--- src/rtl/mdm_pkg.sv ---
package mdm_pkg;

   localparam int NUM_LANES       = 5;
   localparam int THRESHOLD_BITS  = 14;
   localparam int COUNT_BITS      = 3;
   localparam int MAX_SAMPLE_BITS = 16;
   localparam int THR_PAD_BITS    = MAX_SAMPLE_BITS - THRESHOLD_BITS;
   localparam int CSR_INDEX_BITS  = 2;
   localparam int CSR_DATA_BITS   = THRESHOLD_BITS;

   localparam logic [THRESHOLD_BITS-1:0] THRESHOLD_RESET      = THRESHOLD_BITS'(8192);
   localparam logic [COUNT_BITS-1:0]     REQUIRED_COUNT_RESET = COUNT_BITS'(2);

   typedef enum logic [CSR_INDEX_BITS-1:0] {
      CSR_THRESHOLD      = 2'd0,
      CSR_REQUIRED_COUNT = 2'd1,
      CSR_EXCLUSIVE_MODE = 2'd2
   } csr_index_type;

   typedef struct packed {
      logic accept;
      logic first;
      logic last;
   } lane_ctrl_type;

endpackage

--- src/rtl/mdm_req_if.sv ---
interface mdm_req_if #(
   parameter int SAMPLE_BITS = 14
);
   logic                   valid;
   logic                   ready;
   logic [SAMPLE_BITS-1:0] sample_a;
   logic [SAMPLE_BITS-1:0] sample_b;
   logic [SAMPLE_BITS-1:0] sample_c;
   logic [SAMPLE_BITS-1:0] sample_d;
   logic [SAMPLE_BITS-1:0] sample_e;
   logic                   first_of_waveform;
   logic                   last_of_event;

   modport source (
      output valid, sample_a, sample_b, sample_c, sample_d, sample_e,
             first_of_waveform, last_of_event,
      input  ready
   );
   modport sink (
      input  valid, sample_a, sample_b, sample_c, sample_d, sample_e,
             first_of_waveform, last_of_event,
      output ready
   );
endinterface

--- src/rtl/mdm_rsp_if.sv ---
interface mdm_rsp_if;
   logic       valid;
   logic       ready;
   logic       pass;
   logic [2:0] hit_count;
   logic [4:0] hit_mask;

   modport source (
      output valid, pass, hit_count, hit_mask,
      input  ready
   );
   modport sink (
      input  valid, pass, hit_count, hit_mask,
      output ready
   );
endinterface

--- src/rtl/multichannel_discriminator_majority_unit.sv ---
// Result: a request marked last of event shows its result in the cycle after acceptance.
// Throughput: one request per cycle while no result waits unread; the five lanes and the
// count/compare stage feed the result register directly, and it frees while it is taken.
// Reset: synchronous, active high; clears armed and hit flags, the result valid,
// and loads threshold 8192, required count 2, exclusive mode off.
module multichannel_discriminator_majority_unit
   import mdm_pkg::*;
#(
   parameter int SAMPLE_BITS = 14
) (
   input  logic                      clock,
   input  logic                      reset,
   mdm_req_if.sink                   req,
   mdm_rsp_if.source                 rsp,
   input  logic                      csr_write_enable,
   input  logic [CSR_INDEX_BITS-1:0] csr_index,
   input  logic [CSR_DATA_BITS-1:0]  csr_data
);

   logic [THRESHOLD_BITS-1:0]  threshold_ff;
   logic [COUNT_BITS-1:0]      required_count_ff;
   logic                       exclusive_mode_ff;
   logic [MAX_SAMPLE_BITS-1:0] thr_wide;
   logic [SAMPLE_BITS-1:0]     thr;
   logic [SAMPLE_BITS-1:0]     samples [NUM_LANES];
   logic [NUM_LANES-1:0]       hits;
   logic                       accept;
   logic                       out_valid;
   lane_ctrl_type              ctrl;

   always_ff @(posedge clock) begin
      if (reset) begin
         threshold_ff      <= THRESHOLD_RESET;
         required_count_ff <= REQUIRED_COUNT_RESET;
         exclusive_mode_ff <= 1'b0;
      end else if (csr_write_enable) begin
         unique case (csr_index)
            CSR_THRESHOLD:      threshold_ff      <= csr_data;
            CSR_REQUIRED_COUNT: required_count_ff <= csr_data[COUNT_BITS-1:0];
            CSR_EXCLUSIVE_MODE: exclusive_mode_ff <= csr_data[0];
            default: ;
         endcase
      end
   end

   // compare on the low sample bits of the threshold
   assign thr_wide = {{THR_PAD_BITS{1'b0}}, threshold_ff};
   assign thr      = thr_wide[SAMPLE_BITS-1:0];

   assign req.ready = ~out_valid | rsp.ready;
   assign accept    = req.valid & req.ready;

   assign ctrl.accept = accept;
   assign ctrl.first  = req.first_of_waveform;
   assign ctrl.last   = req.last_of_event;

   assign samples[0] = req.sample_a;
   assign samples[1] = req.sample_b;
   assign samples[2] = req.sample_c;
   assign samples[3] = req.sample_d;
   assign samples[4] = req.sample_e;

   for (genvar g = 0; g < NUM_LANES; g++) begin : g_lane
      mdm_lane #(
         .SAMPLE_BITS(SAMPLE_BITS)
      ) u_lane (
         .clock (clock),
         .reset (reset),
         .ctrl  (ctrl),
         .sample(samples[g]),
         .thr   (thr),
         .hit   (hits[g])
      );
   end

   mdm_merge u_merge (
      .clock         (clock),
      .reset         (reset),
      .take          (accept & req.last_of_event),
      .hits          (hits),
      .required_count(required_count_ff),
      .exclusive_mode(exclusive_mode_ff),
      .out_ready     (rsp.ready),
      .out_valid     (out_valid),
      .out_pass      (rsp.pass),
      .out_count     (rsp.hit_count),
      .out_mask      (rsp.hit_mask)
   );

   assign rsp.valid = out_valid;

endmodule

--- src/rtl/mdm_lane.sv ---
module mdm_lane
   import mdm_pkg::*;
#(
   parameter int SAMPLE_BITS = 14
) (
   input  logic                   clock,
   input  logic                   reset,
   input  lane_ctrl_type          ctrl,
   input  logic [SAMPLE_BITS-1:0] sample,
   input  logic [SAMPLE_BITS-1:0] thr,
   output logic                   hit
);

   logic armed_ff, armed_in;
   logic hit_ff, hit_in;
   logic below, above;
   logic new_hit;

   assign below = sample < thr;
   assign above = sample > thr;

   always_comb begin
      armed_in = armed_ff;
      new_hit  = 1'b0;
      if (ctrl.first) begin
         armed_in = below;
      end else if (!armed_ff) begin
         if (below) begin
            armed_in = 1'b1;
            new_hit  = 1'b1;
         end
      end else if (above) begin
         armed_in = 1'b0;
      end
   end

   // hit seen so far in this event, including the current request
   assign hit = hit_ff | new_hit;

   // drop the hit once the event result is taken
   assign hit_in = ctrl.last ? 1'b0 : hit;

   always_ff @(posedge clock) begin
      if (reset) begin
         armed_ff <= 1'b0;
         hit_ff   <= 1'b0;
      end else if (ctrl.accept) begin
         armed_ff <= armed_in;
         hit_ff   <= hit_in;
      end
   end

endmodule

--- src/rtl/mdm_merge.sv ---
module mdm_merge
   import mdm_pkg::*;
(
   input  logic                  clock,
   input  logic                  reset,
   input  logic                  take,
   input  logic [NUM_LANES-1:0]  hits,
   input  logic [COUNT_BITS-1:0] required_count,
   input  logic                  exclusive_mode,
   input  logic                  out_ready,
   output logic                  out_valid,
   output logic                  out_pass,
   output logic [COUNT_BITS-1:0] out_count,
   output logic [NUM_LANES-1:0]  out_mask
);

   logic                  valid_ff, valid_in;
   logic                  pass_ff, pass_in;
   logic [COUNT_BITS-1:0] count_ff, count_in;
   logic [NUM_LANES-1:0]  mask_ff;

   always_comb begin
      count_in = '0;
      for (int i = 0; i < NUM_LANES; i++) begin
         count_in = count_in + COUNT_BITS'(hits[i]);
      end
      pass_in = exclusive_mode ? (count_in == required_count)
                               : (count_in >= required_count);
   end

   assign valid_in = take | (valid_ff & ~out_ready);

   always_ff @(posedge clock) begin
      if (reset) begin
         valid_ff <= 1'b0;
      end else begin
         valid_ff <= valid_in;
      end
   end

   always_ff @(posedge clock) begin
      if (take) begin
         pass_ff  <= pass_in;
         count_ff <= count_in;
         mask_ff  <= hits;
      end
   end

   assign out_valid = valid_ff;
   assign out_pass  = pass_ff;
   assign out_count = count_ff;
   assign out_mask  = mask_ff;

   a_count_matches_mask: assert property (@(posedge clock) disable iff (reset)
      valid_ff |-> (32'(count_ff) == $countones(mask_ff)))
      else $error("hit count disagrees with hit mask");

   a_valid_from_take: assert property (@(posedge clock) disable iff (reset)
      $rose(valid_ff) |-> $past(take))
      else $error("result appeared without an event end");

   a_exclusive_pass: assert property (@(posedge clock) disable iff (reset)
      (take && exclusive_mode && pass_in) |=> (count_ff == $past(required_count)))
      else $error("exclusive pass with wrong count");

endmodule

--- src/flat_wrapper.sv ---
// flat-port wrapper written by rule: the top's interface ports become plain ports
module multichannel_discriminator_majority_unit_flat import mdm_pkg::*;
#(
   parameter int SAMPLE_BITS = 14
)
  (clock, reset, csr_write_enable, csr_index, csr_data, req_valid, req_sample_a, req_sample_b, req_sample_c, req_sample_d, req_sample_e, req_first_of_waveform, req_last_of_event, req_ready, rsp_valid, rsp_pass, rsp_hit_count, rsp_hit_mask, rsp_ready);
  mdm_req_if #(.SAMPLE_BITS(SAMPLE_BITS)) req_i ();
  mdm_rsp_if rsp_i ();
  input  logic clock;
  input  logic reset;
  input  logic csr_write_enable;
  input  logic [CSR_INDEX_BITS-1:0] csr_index;
  input  logic [CSR_DATA_BITS-1:0] csr_data;
  input wire logic [$bits(req_i.valid)-1:0] req_valid;
  input wire logic [$bits(req_i.sample_a)-1:0] req_sample_a;
  input wire logic [$bits(req_i.sample_b)-1:0] req_sample_b;
  input wire logic [$bits(req_i.sample_c)-1:0] req_sample_c;
  input wire logic [$bits(req_i.sample_d)-1:0] req_sample_d;
  input wire logic [$bits(req_i.sample_e)-1:0] req_sample_e;
  input wire logic [$bits(req_i.first_of_waveform)-1:0] req_first_of_waveform;
  input wire logic [$bits(req_i.last_of_event)-1:0] req_last_of_event;
  output wire logic [$bits(req_i.ready)-1:0] req_ready;
  output wire logic [$bits(rsp_i.valid)-1:0] rsp_valid;
  output wire logic [$bits(rsp_i.pass)-1:0] rsp_pass;
  output wire logic [$bits(rsp_i.hit_count)-1:0] rsp_hit_count;
  output wire logic [$bits(rsp_i.hit_mask)-1:0] rsp_hit_mask;
  input wire logic [$bits(rsp_i.ready)-1:0] rsp_ready;
  assign req_i.valid = req_valid;
  assign req_i.sample_a = req_sample_a;
  assign req_i.sample_b = req_sample_b;
  assign req_i.sample_c = req_sample_c;
  assign req_i.sample_d = req_sample_d;
  assign req_i.sample_e = req_sample_e;
  assign req_i.first_of_waveform = req_first_of_waveform;
  assign req_i.last_of_event = req_last_of_event;
  assign req_ready = req_i.ready;
  assign rsp_valid = rsp_i.valid;
  assign rsp_pass = rsp_i.pass;
  assign rsp_hit_count = rsp_i.hit_count;
  assign rsp_hit_mask = rsp_i.hit_mask;
  assign rsp_i.ready = rsp_ready;
  multichannel_discriminator_majority_unit #(.SAMPLE_BITS(SAMPLE_BITS)) u_core (.clock(clock), .reset(reset), .req(req_i), .rsp(rsp_i), .csr_write_enable(csr_write_enable), .csr_index(csr_index), .csr_data(csr_data));
endmodule
--- config.mk ---
export PLATFORM = sky130hd
export DESIGN_NAME = multichannel_discriminator_majority_unit_flat
export DESIGN_NICKNAME = d
export VERILOG_FILES = /design/src/rtl/mdm_pkg.sv /design/src/rtl/mdm_req_if.sv /design/src/rtl/mdm_rsp_if.sv /design/src/rtl/multichannel_discriminator_majority_unit.sv /design/src/rtl/mdm_lane.sv /design/src/rtl/mdm_merge.sv /design/src/flat_wrapper.sv
export SDC_FILE = /design/constraint.sdc
export NUM_CORES = 1
export LEC_CHECK = 0
export BUFFER_PORTS_ARGS = -buffer_cell sky130_fd_sc_hd__buf_2
export CORE_ASPECT_RATIO = 2
export CORE_MARGIN = 4
export CORE_UTILIZATION = 57
export CTS_BUF_LIST = sky130_fd_sc_hd__clkbuf_4
export DETAILED_ROUTE_END_ITERATION = 10
export PLACE_DENSITY = 0.88
export SETUP_SLACK_MARGIN = 0.4
export SLEW_MARGIN = 20
export SYNTH_ARGS = -nofsm -noshare
export SYNTH_HDL_FRONTEND = slang
export SYNTH_SLANG_ARGS = --single-unit
--- constraint.sdc ---
create_clock -name clock -period 7.5 [get_ports clock]
set_input_delay 1.5 -clock clock [delete_from_list [all_inputs] [get_ports clock]]
set_output_delay 1.5 -clock clock [all_outputs]
set_load 0.01 [all_outputs]
==> metrics.yaml <==
synthesis:
  yosys.area_share.simple: 0.170
  synth_top_family_by_area: "adder cells"
  netlist_instances: 364
  synth_area_per_cell_um2: 8.89
  syn_nets: 533
  synthArstFlopShare: 0
  synth.area.mux_share: 0.00618
  yosysUniqueCellTypes: 48
  synth_adder_area_share: 0.298
  synth-xor-area-share: 0
  synth_edf_count: 9
  synthFlopType: "dfxtp_1"
  yosys_warnings: 0
  synth-seq-cells: 38
  seq_area_frac_synth: 0.263
  synth_compound_area_frac: 0.207
  syn_area_um2: 3240
cells_and_area:
  nNetsFinal: 637
  drive_above_1_share: 0.254
  antennaDiodeCount: 0
  fin_util: 0.712
  final_cell_mix: "103 x buf_2, 74 x ha_1, 46 x nand2_1"
  syn2layout_area_growth_pct: 20.3
  post-route-cell-area_um2: 3890
  mostFrequentLayoutCell: "buf_2"
route:
  drc_errors: 0
  route.vias.total: 3181
  first_iter_violations: 100
  via_per_inst: 6.01
  first_pass_iters: 4
  postRouteAntennaNets: 0
  drt-total-wl_um: 9100
  avgRoutedWirePerCell_um: 17.2
clocking:
  cts_sinks: 38
  cts_tree: "done"
  clockRootBuffer: "clkbuf_4"
  clock_latency_ns: 0.36
  numCtsBuffers: 5
  ctsHoldBuffers: 0
  ctsHtreeMaxLevel: 2
  cts_resized: 0
  clk_path_buf_depth: 2
  post_cts_buffers: 0
  clk_pin_slew_ns: 0.13
timing:
  fmax_mhz: 212
  finalCriticalPeriod_ns: 4.71
  drv_slew: 0
  fin_worst_skew_ns: 0.0130
  setup_viol: 0
  hold_ws_ns: 0.462
  worst_pin_slew_ns: 0.936
  rsz0062_at_grt: "no"
  finalCritPeriodShare: 0.628
  hold_viol: 0
  setup_tns_ns: 0
  slew_headroom: 0.373
placement:
  io_buffers: 103
  dp_hpwl_um: 7860
  placed_area_um2: 3790
  place_congestion: 0.913
global_route:
  antenna_found_initial: 0
  grt_usage: 0.282
  grt_pass1_vias: 3448
  grt_pass1_wl_um: 15000
  grt-ovfl-total: 0
  grt_max_degree: 28
worst_setup_path:
  crit_required_ns: 7.63
  startpoint_type: "primary input"
  cp.arrival_ns: 4.84
  critPathMaxFanout: 3
  end_kind: "flop"
  rrSetupSlack_ns: 3.56
  worstSetupPathType: "primary input to flop"
pwr:
  p_leak_nw: 1.81
  worst_ir_drop_vdd_uv: 217
  power.density_nw_per_um2: 151
floorplan:
  io_pins: 104
  die_w_um: 61.3
  fp.coreArea_um2: 5470
  die_h_um: 115
  start_util: 0.592
  fp-row-count: 38
  fp.dieArea_um2: 7020
run:
  maxCapViolations: 0
run_status:
  outcome: "finished clean"
min_path:
  hold_path_class: "flop to flop"
-- metal layers --
layer,vias to the layer above,global-route usage,share of wire
met5,-,0,0
met4,0,0.155,0.045
met3,36,0.0497,0.055
met2,132,0.525,0.57
met1,1450,0.270,0.33
li1,1563,-,-
-- metrics by stage --
step	power, mW	cells	setup WS [ns]
after global placement	0.401	521	2.56
after floorplan	0.347	364	2.87
after CTS	0.590	529	2.85
after global routing	0.624	529	2.60
final	0.588	529	2.79
after detailed placement	0.414	521	2.44
-- cells in the mapped netlist (4+ instances only) --
master,number,share of area
edfxtp_1,9,0.083
nand4_1,12,0.023
and3b_1,4,0.011
inv_1,35,0.041
o21ai_0,5,0.0077
o2111ai_1,5,0.014
a21oi_1,38,0.059
nand2_1,46,0.053
nand3_1,5,0.0077
dfxtp_1,29,0.18
ha_1,74,0.29
o21a_1,8,0.019
nor2b_1,5,0.0097
o21ai_1,13,0.020
nor2_1,11,0.013
a21o_1,7,0.016
-- logic make-up (layout without fill, tap and decap cells) --
family          Yosys count  count (layout)
compound gates          103             103
fa+ha+maj                76              76
buf+inv                  43             148
flops                    38              38
mux                       2               2
simple gates            102             102
-- registers in the layout, summed over array words and instances, names as in the netlist --
register and cells:
u_core.required_count_ff 3, u_core.thr 14, u_core.g_lane.u_lane.hit_ff 5, u_core.u_merge.out_mask 5, u_core.u_merge.out_valid 1, u_core.u_merge.out_count 3
u_core.u_merge.out_pass 1, u_core.g_lane.u_lane.armed_ff 5, u_core.exclusive_mode_ff 1
-- worst paths after layout --
check        cells past startpoint            start                       to
max                             15  req_sample_d[5]  u_core.u_merge.out_pass
min                              2    u_core.thr[2]            u_core.thr[2]
max reg2reg                     15    u_core.thr[5]  u_core.u_merge.out_pass
min reg2reg                      2    u_core.thr[2]            u_core.thr[2]
-- critical path: stages --
cell and delay (ns):
buf_2 0.10, ha_1 0.32, and4_1 0.20, o21ai_1 0.07, a311oi_1 0.13, o41ai_1 0.68
fa_1 0.53, inv_1 0.11, fa_1 0.17, inv_1 0.04, ha_1 0.28, ha_1 0.32
a21oi_1 0.13, o21ai_1 0.07, a22o_1 0.18
-- report_power, final --
| part | leakage (nW) | switching (mW) | total (mW) | internal, mW |
|---|---|---|---|---|
| registers | 0.322 | 0.00658 | 0.233 | 0.227 |
| clock network | 0.0554 | 0.0736 | 0.178 | 0.104 |
| logic | 1.43 | 0.0963 | 0.177 | 0.0805 |
-- cell type report --
cell class | instances | area (µm²)
Multi-Input combinational cell | 283 | 2210
Fill cell | 457 | 1580
Sequential cell | 38 | 851
Timing Repair Buffer | 103 | 515
Inverter | 37 | 139
Tap cell | 60 | 75.1
Clock inverter | 3 | 68.8
Clock buffer | 5 | 37.5
No activity file was read; power rests on OpenSTA's default activity.
